<file path="src/design/rmq_pkg.sv">
// Shared widths, path codes and the front-end word for the
// rotation matrix to quaternion pipeline. No dependencies.
package rmq_pkg;

	// data format
	localparam int DW = 16;
	localparam int FB = 14;

	// radicand: signed sum of one and three elements, then its clamped magnitude
	localparam int RAD_W = ((DW > FB + 1) ? DW : FB + 1) + 2;
	localparam int RADM_W = RAD_W - 1;

	// square root operand (radicand scaled by the fraction) and result
	localparam int SQ_XR_W = RADM_W + FB;
	localparam int SQ_R_W = (SQ_XR_W + 1) / 2;
	localparam int SQ_X_W = 2 * SQ_R_W;
	localparam int SQ_REM_W = SQ_R_W + 3;

	// divider: numerator, dividend, divisor, partial remainder, quotient
	localparam int NUM_W = DW + 1;
	localparam int DV_W = NUM_W + FB + 1;
	localparam int DS_W = SQ_R_W + 1;
	localparam int DR_W = DS_W + 1;
	localparam int Q_W = DW;

	localparam int NLANE = 4;

	// which quaternion part comes straight from the root
	typedef enum logic [1:0] {
		SEL_W,
		SEL_X,
		SEL_Y,
		SEL_Z
	} sel_t;

	// word leaving the front end
	typedef struct packed {
		sel_t                            sel;
		logic [RADM_W-1:0]               rad;
		logic [NLANE-1:0][NUM_W-1:0]     num;
	} front_t;

endpackage

</file>
<file path="src/design/rmq_front.sv">
// Front end: trace, path choice, clamped radicand and the four numerators.
// Depends on rmq_pkg.
module rmq_front (
	input  logic signed [rmq_pkg::DW-1:0] m00,
	input  logic signed [rmq_pkg::DW-1:0] m01,
	input  logic signed [rmq_pkg::DW-1:0] m02,
	input  logic signed [rmq_pkg::DW-1:0] m10,
	input  logic signed [rmq_pkg::DW-1:0] m11,
	input  logic signed [rmq_pkg::DW-1:0] m12,
	input  logic signed [rmq_pkg::DW-1:0] m20,
	input  logic signed [rmq_pkg::DW-1:0] m21,
	input  logic signed [rmq_pkg::DW-1:0] m22,
	output rmq_pkg::front_t               fr
);
	import rmq_pkg::*;

	logic signed [RAD_W-1:0] a00, a11, a22, one, trace, rad;
	logic signed [NUM_W-1:0] d21_12, d02_20, d10_01, s01_10, s02_20, s12_21;

	assign a00 = RAD_W'(m00);
	assign a11 = RAD_W'(m11);
	assign a22 = RAD_W'(m22);
	assign one = RAD_W'(1) <<< FB;
	assign trace = a00 + a11 + a22;

	// pairwise sums and differences of off-diagonal elements
	assign d21_12 = NUM_W'(m21) - NUM_W'(m12);
	assign d02_20 = NUM_W'(m02) - NUM_W'(m20);
	assign d10_01 = NUM_W'(m10) - NUM_W'(m01);
	assign s01_10 = NUM_W'(m01) + NUM_W'(m10);
	assign s02_20 = NUM_W'(m02) + NUM_W'(m20);
	assign s12_21 = NUM_W'(m12) + NUM_W'(m21);

	// path choice; ties fall through to the later path
	always_comb begin
		fr.num = '0;
		priority if (trace > 0) begin
			fr.sel = SEL_W;
			rad = one + trace;
			fr.num[1] = d21_12;
			fr.num[2] = d02_20;
			fr.num[3] = d10_01;
		end else if (a00 > a11 && a00 > a22) begin
			fr.sel = SEL_X;
			rad = one + a00 - a11 - a22;
			fr.num[0] = d21_12;
			fr.num[2] = s01_10;
			fr.num[3] = s02_20;
		end else if (a11 > a22) begin
			fr.sel = SEL_Y;
			rad = one + a11 - a00 - a22;
			fr.num[0] = d02_20;
			fr.num[1] = s01_10;
			fr.num[3] = s12_21;
		end else begin
			fr.sel = SEL_Z;
			rad = one + a22 - a00 - a11;
			fr.num[0] = d10_01;
			fr.num[1] = s02_20;
			fr.num[2] = s12_21;
		end
		// negative radicand clamps to zero
		fr.rad = rad[RAD_W-1] ? '0 : rad[RADM_W-1:0];
	end

endmodule

</file>
<file path="config.mk">
export PLATFORM = sky130hd
export DESIGN_NAME = rmq_front
export DESIGN_NICKNAME = d
export VERILOG_FILES = /design/src/design/rmq_pkg.sv /design/src/design/rmq_front.sv
export SDC_FILE = /design/constraint.sdc
export NUM_CORES = 1
export LEC_CHECK = 0
export BUFFER_PORTS_ARGS = -buffer_cell sky130_fd_sc_hd__clkbuf_2
export CAP_MARGIN = 30
export CORE_MARGIN = 2
export CORE_UTILIZATION = 30
export DETAILED_ROUTE_END_ITERATION = 10
export GPL_TIMING_DRIVEN = 0
export SLEW_MARGIN = 15
export SYNTH_ARGS = -nofsm -noshare
export SYNTH_HDL_FRONTEND = slang
export SYNTH_SLANG_ARGS = --single-unit
export TNS_END_PERCENT = 10
</file>
<file path="constraint.sdc">
create_clock -name vclk -period 11.39
set_input_delay 0.5695 -clock vclk [all_inputs]
set_output_delay 0.5695 -clock vclk [all_outputs]
set_load 0.01 [all_outputs]
</file>
After elaboration in Yosys (flattened, before gate mapping) --
Cells that the tools add are included.
Storage, ports and cells: input port bits 144, bits in registers 0, output and inout port bits 87
Cells by class: add/subtract/negate cells 18, magnitude comparators 4, mux-type cells 15, reductions and logical operators 1
Operator list (number):
- 17-bit two-way mux | 6
- 16-bit by 16-bit adder with 17-bit output | 4
- 34-bit two-way mux | 2
- 18-bit two-way mux | 3
- 17-bit by 16-bit subtractor with 18-bit output | 3
- 18-bit by 16-bit subtractor with 18-bit output | 3
- 16-bit by 16-bit adder with 17-bit output (first input constant) | 3
- 51-bit two-way mux | 1
- 16-bit by 16-bit subtractor with 17-bit output | 3
- 16-bit > comparator | 3
- 16-bit by 18-bit adder with 18-bit output (first input constant) | 1
- 17-bit by 16-bit adder with 18-bit output | 1
- 18-bit by 1-bit > comparator with 1-bit output (second input constant) | 1
- 2-bit two-way mux | 2
- 1-bit logical AND | 1
- 1-bit two-way mux | 1

Logic depth before layout (Yosys ltp) --
Gate-level depths: netlist (run 1).
word-level depth 7, gate-level depth with buffers 23, gate-level depth less buffers 21

Worst setup path before layout (run 1) --
No wires, ideal clock.
kind input port to output port, start in m00[1] (netlist name), end out fr[18] (netlist name), arrival time 5033 ps, setup slack 5788 ps, stages 22, path through inv_1 > fa_1 > inv_1 > ha_1 > fa_1 > a21bo_2 > a211oi_1 > a211oi_2 > a21oi_1 > o2111a_1 > a211oi_1 > ha_1 > nand2b_1 > nor4_1 > nand4_1 > nor3b_1 > o2111ai_1 > nor4_2 > a21oi_4 > buf_2 > buf_2 > o31ai_1
RTL lines:
- from (decl) | line rmq_front.sv:4 | input logic signed [rmq_pkg::DW-1:0] m00,
- to (decl) | line rmq_front.sv:13 | output rmq_pkg::front_t fr

==> metrics.txt, run 1 <==
CP delay by family, top compound AO/OA/AOI/OAI gates; cell with the most instances after synthesis ha_1; highest net fanout along the worst path 10; worst slew margin relative to its limit 37.5%; post-DR vias/cell 5.18; post-synthesis sequential area ratio 0%; critical path start-end classification primary input to output pin; Commonest cells post-synth ha_1, inv_1, a21oi_1; area of the placeable core 43000 um2; fmax 131 MHz; IR drop worst, VDD 0.0000558 V; number of nets with antenna violations after detailed routing 0; average routed wire per standard cell 19.7 um; Area growth, synth to finish 14.6%; wire length of the first global-routing pass 75100 um; post-cts gate resize count 0; library cell contributing the largest single delay on the critical path o31ai_1; number of hold-repair buffers added at the cts stage 0; number of warnings issued by yosys 0; count of unique library cells instantiated by Yosys 78; CP bufs+invs 6; Post-Route Utilization 34.7%; Clock buffer cells 0; share of layout cells above drive strength 1 15.1%; Die Span X 212 um; initial core utilization 30.3%; vertical extent of the die 212 um; pin count of the biggest net entering global routing 11; number of design-rule violations left by the first detailed-router iteration 1021; overflow left after global routing 0; PwrDens 112 nW/um2; count of flip-flops and latches 0; syn_nets 2238; status completed; number of hold violations in the final report 0; number of primary I/O pins 231; RSZ-0062 raised after global routing no; die area 45100 um2; startpoint kind of the worst setup timing path primary input; number of vias after detailed routing 13200; CP max stage delay 730 ps; initial antenna violation count 2; Port Buf Inserts 231; DRC errors left 0; total of fill cells in the finished design 4716; Netlist Area Pre-Place 13000 um2; slew at the pin with the worst max-slew slack 935 ps; required time of the critical path 10820 ps; type of the worst min-delay path primary input to output pin; leakage 7.57 nW; crit share post-route 67.2%; total routed wirelength 50100 um; area leader, netlist ha_1; number of pins with negative max-slew slack in the final report 0; worst hold-check slack 1710 ps; Min Clock Period, post-route 7650 ps; list of cells traversed by the critical path clkbuf_2, inv_1, fa_1, inv_1, ha_1, fa_1, a21bo_2, a211oi_1, a211oi_2, a21oi_1, o2111a_1, a211oi_1, ha_1, nand2b_1, nor4_1, nand4_1, nor3b_1, o2111ai_1, nor4_2, a21oi_4, buf_2, buf_2, o31ai_1, clkbuf_2; most area-consuming cells after synthesis ha_1, fa_1, inv_1; gpl congestion 0.945; aggregate negative setup slack 0 ps; max cap viols 0; number of detailed-route iterations in the first pass 6; global-route total usage across every layer 21.8%; number of standard-cell rows in the floorplan 76; dpl hpwl 43800 um; setup violators final 0; area taken by flip-flops and latches 0 um2; type of destination of the critical path output pin; Yosys top cell area share 28.0%; post-CTS setup-driven buffer insertion count 0; number of instances in the synthesized netlist 1729; via count of the first global-routing pass 13000; mean instance size in the synthesized netlist 7.53 um2; critical path arrival 7080 ps; NumNets Final 2471
[cell usage in the layout, fill, tap and decap left out, types with 6 or more instances in the layout]
cell      netlist  final
ha_1          291    291
a21o_1         27     27
a21oi_1       144    144
clkbuf_2        0    231
a221oi_1       10     10
o211ai_1       15     15
mux2i_1        18     18
a211oi_1       54     54
nand2b_1       23     23
nand3_1        17     17
or2_2           8      8
a221o_1         6      6
a211o_1        10     10
inv_1         235    235
a31oi_1        13     13
xor2_1         45     45
xnor2_1        92     92
buf_2          23     23
or3_1          17     17
nand2_1        91     91
nor2_1        139    139
o21bai_1       20     20
o21a_1         20     20
nor4_1          6      6
nor3_1         39     39
o31ai_1        11     11
o41ai_1         9      9
clkbuf_1       33     33
fa_1           74     74
o21ai_0        73     73
nor2b_1        27     27
mux2_2         11     11
o22ai_1        14     14
and3_1         21     21
[path summary, 6_finish.rpt]
| kind | start | endpoint | slack, ps | cells past startpoint |
|---|---|---|---|---|
| worst min-delay path | m01[0] | fr[51] | 1710 | 4 |
| worst max-delay path | m00[1] | fr[18] | 3740 | 24 |
[stage by stage]
stage	power, mW	cell area [um2]	setup WS (ps)	instances
after CTS	1.64	14900	3870	2545
after global routing	1.81	14900	3400	2547
after floorplan	1.04	13000	5790	1729
after detailed placement	1.63	14900	3870	2545
final	1.67	14900	3740	2547
after global placement	1.62	14900	3850	2545
[cells by family after synthesis]
group           after synthesis  share of synthesized area (%)
buf+inv                     300                           9.04
mux                          30                           2.42
xor+xnor                    137                           9.21
compound gates              477                           24.3
simple gates                417                           15.5
fa+ha+maj                   368                           39.6
[report_power, final]
group,internal (mW),switching (mW)
sequential,0,0
clock,0.0000000236,0
combinational,0.613,1.05
total,0.613,1.05
[layout make-up]
cell class	instances	area [um2]	share of cell area, %
Buffer	64	292	1.95
Antenna cell	2	5.00	0.0335
Timing Repair Buffer	231	1160	7.75
Inverter	236	886	5.94
Tap cell	585	732	4.91
Multi-Input combinational cell	1429	11900	79.4
[per-layer routing]
layer / global-route usage (%) / up-vias / share of wire [%]
li1: - / 6406 / -
met1: 28.1 / 6186 / 43
met2: 36.9 / 509 / 46
met3: 3.28 / 86 / 7.3
met4: 7.16 / 0 / 3.9
met5: 0 / - / 0
Power figures use the tool's default switching activity.
==> run 2: changes to the inputs <==
Settings changed: ABC_AREA set to 1.
Clock period 11.39 ns to 7 ns, I/O delays scaled along.
==> run 2 against run 1 <==
Effect of this change: critical path depth rose by 4; worst setup slack got worse by 2400 ps; global-route usage fell by 0.090 points; cell area rose by 9.2%; routed wire length rose by 10%; first-iteration DRC count rose by 51%; area after synthesis rose by 10%; synthesized cell count rose by 36%; sequential share of layout area did not move; hold slack got worse by 360 ps; combinational power rose by 73%; largest power group unchanged; highest routed layer unchanged.
==> metrics.txt, run 2 <==
number of standard-cell rows in the floorplan 80 (+5.3%); slew at the pin with the worst max-slew slack 742 ps (-193 ps); Internal Dissipation 0.952 mW (+55%); pin count of the biggest net entering global routing 11 (unchanged); number of instances in the synthesized netlist 2359 (+36%); worst slew margin relative to its limit 50.4% (+13 points); total of fill cells in the finished design 5316 (+13%); Area growth, synth to finish 13.4%; cell with the most instances after synthesis nand2_1; area taken by flip-flops and latches 0 um2 (unchanged); crit share post-route 81.0%; fmax 176 MHz; Yosys top cell area share 25.3% (-2.6 points); post-synthesis sequential area ratio 0% (unchanged); share of power burned in registers 0% (unchanged); area leader, netlist ha_1; number of design-rule violations left by the first detailed-router iteration 1537 (+51%); mean instance size in the synthesized netlist 6.09 um2 (-19%); type of the worst min-delay path primary input to output pin; multi-input logic area 12600 um2 (+6.4%); portion of total power attributed to the clock network 0% (unchanged); total routed wirelength 55100 um (+10%); switching power 1.94 mW (+83%); count of unique library cells instantiated by Yosys 49 (-37%); number of hold-repair buffers added at the cts stage 0 (unchanged); initial core utilization 30.2% (-0.067 points); post-DR vias/cell 4.87 (-5.9%); Min Clock Period, post-route 5670 ps; status completed; fraction of power spent switching nets 67.0% (+3.8 points); gpl congestion 0.960 (+1.6%); number of placed instances with taps included 3205 (+26%); NumNets Final 3101 (+25%); number of detailed-route iterations in the first pass 5 (-1); dpl hpwl 48300 um (+10%); number of primary I/O pins 231 (unchanged); required time of the critical path 6650 ps (-4170 ps); number of hold violations in the final report 0 (unchanged); area of the placeable core 47500 um2 (+11%); vertical extent of the die 223 um (+5.0%); count of non-filler cells in the finished layout 3205 (+26%); setup violators final 0 (unchanged); overflow left after global routing 0 (unchanged); number of pins with negative max-slew slack in the final report 0 (unchanged); most common cell after layout, fill and taps aside nand2_1; average routed wire per standard cell 17.2 um (-13%); via count of the first global-routing pass 14900 (+14%); number of nets with antenna violations after detailed routing 0 (unchanged); Clock buffer cells 0 (unchanged); highest net fanout along the worst path 10 (unchanged); aggregate negative setup slack 0 ps (unchanged); max cap viols 0 (unchanged); DRC errors left 0 (unchanged); number of vias after detailed routing 15600 (+18%); count of flip-flops and latches 0 (unchanged); commonest cells after routing, fill and taps aside nand2_1, inv_1, ha_1; RSZ-0062 raised after global routing no; startpoint kind of the worst setup timing path primary input; Worst Hold Launch m01[0]; worst hold path endpoint fr[51]; number of antenna diodes 0 (-2); worst hold path stage count 4 (unchanged); type of destination of the critical path output pin; Die Span X 223 um (+5.0%); critical path arrival 5320 ps (-1760 ps); IR drop worst, VDD 0.000101 V (+81%); most area-consuming cells after synthesis ha_1, nand2_1, fa_1; post-CTS setup-driven buffer insertion count 0 (unchanged); share of power burned in combinational logic 100.0% (about the same); post-cts gate resize count 0 (unchanged); Commonest cells post-synth nand2_1, inv_1, ha_1; share of layout cells above drive strength 1 11.4% (-3.8 points); die area 49700 um2 (+10%); number of warnings issued by yosys 0 (unchanged); PwrDens 177 nW/um2 (+59%); critical path start-end classification primary input to output pin; Netlist Area Pre-Place 14400 um2 (+10%); global-route total usage across every layer 21.7% (-0.090 points); Port Buf Inserts 231 (unchanged); initial antenna violation count 0 (-2); leakage 9.54 nW (+26%); wire length of the first global-routing pass 84400 um (+12%); syn_nets 2868 (+28%)
[run 2: cell count changes in the layout (fill, tap and decap cells not counted), sizes merged, moves of 51 or more]
cell and delta:
nand2 +552, inv +155, nand3 +118, xnor2 -74, nor2 +58, xor2 +52, a211oi -51
[run 2: final cells by class]
type / count / area share (%)
Multi-Input combinational cell: 1905 / 77.4
Inverter: 392 / 9.03
Timing Repair Buffer: 231 / 7.09
Tap cell: 615 / 4.72
Buffer: 62 / 1.80
[run 2: per-layer routing]
metal | wire, um | GRT usage (%) | up-vias
met4 | 1760 | 6.04 | 0
li1 | - | - | 7890
met3 | 3670 | 2.00 | 66
met1 | 26600 | 32.0 | 7088
met2 | 23100 | 33.3 | 578
met5 | 0 | 0 | -
[run 2: worst max path at each step]
| stage | end | slack, ps | cells after the start | start |
|---|---|---|---|---|
| after floorplan | fr[4] | 2870 | 26 | m00[1] |
| after global placement | fr[75] | 1280 | 28 | m00[1] |
| after detailed placement | fr[75] | 1330 | 28 | m00[1] |
| after CTS | fr[75] | 1310 | 28 | m00[1] |
| after global routing | fr[75] | 1020 | 28 | m00[1] |
| final | fr[75] | 1330 | 28 | m00[1] |
[run 2: kinds of logic (layout without fill, tap and decap cells)]
| family | count (synthesis) | count (layout) | synth area share [%] |
|---|---|---|---|
| adders and majority gates | 365 | 365 | 35.6 |
| and+or+nand+nor | 1062 | 1062 | 30.9 |
| xor gates and xnor gates | 115 | 115 | 7.01 |
| AOI/OAI and AO/OA | 360 | 360 | 13.9 |
| muxes | 3 | 3 | 0.209 |
| buffers and inverters | 454 | 685 | 12.3 |
[run 2: critical path, stage by stage]
cell and delay, ps:
clkbuf_2 140, inv_1 100, fa_1 550, inv_1 40, ha_1 210, fa_1 540, nand4_1 180, nand2_1 170
nand3_2 120, nand3_2 90, nand2_1 100, nand3_1 70, nand2_1 200, ha_1 260, nand3_1 90, nor2_1 170
nand2_1 90, nor2_1 100, nand2_1 60, nor2_1 120, nand3_1 100, nor2_2 140, nand4_4 230, clkbuf_1 380
nand3_1 210, nand2_1 80, nor2_1 240, clkbuf_2 190
[run 2: power groups by stage]
stage                     clock network [mW]  registers [mW]  logic, mW
after floorplan                            0               0       1.82
after global placement                     0               0       2.84
after detailed placement                   0               0       2.83
after CTS                                  0               0       2.84
after global routing                       0               0       3.18
final                                      0               0       2.89
[run 2: metrics by stage]
step	setup slack [ps]	instance area, um2	utilization, %	power, mW	hold WS [ps]
after global routing	1020	16300	34.3	3.18	1370
after floorplan	2870	14400	-	1.82	995
after detailed placement	1330	16300	34.3	2.83	1330
after global placement	1280	16300	34.3	2.84	1330
final	1330	16300	34.3	2.89	1340
after CTS	1310	16300	34.3	2.84	1340
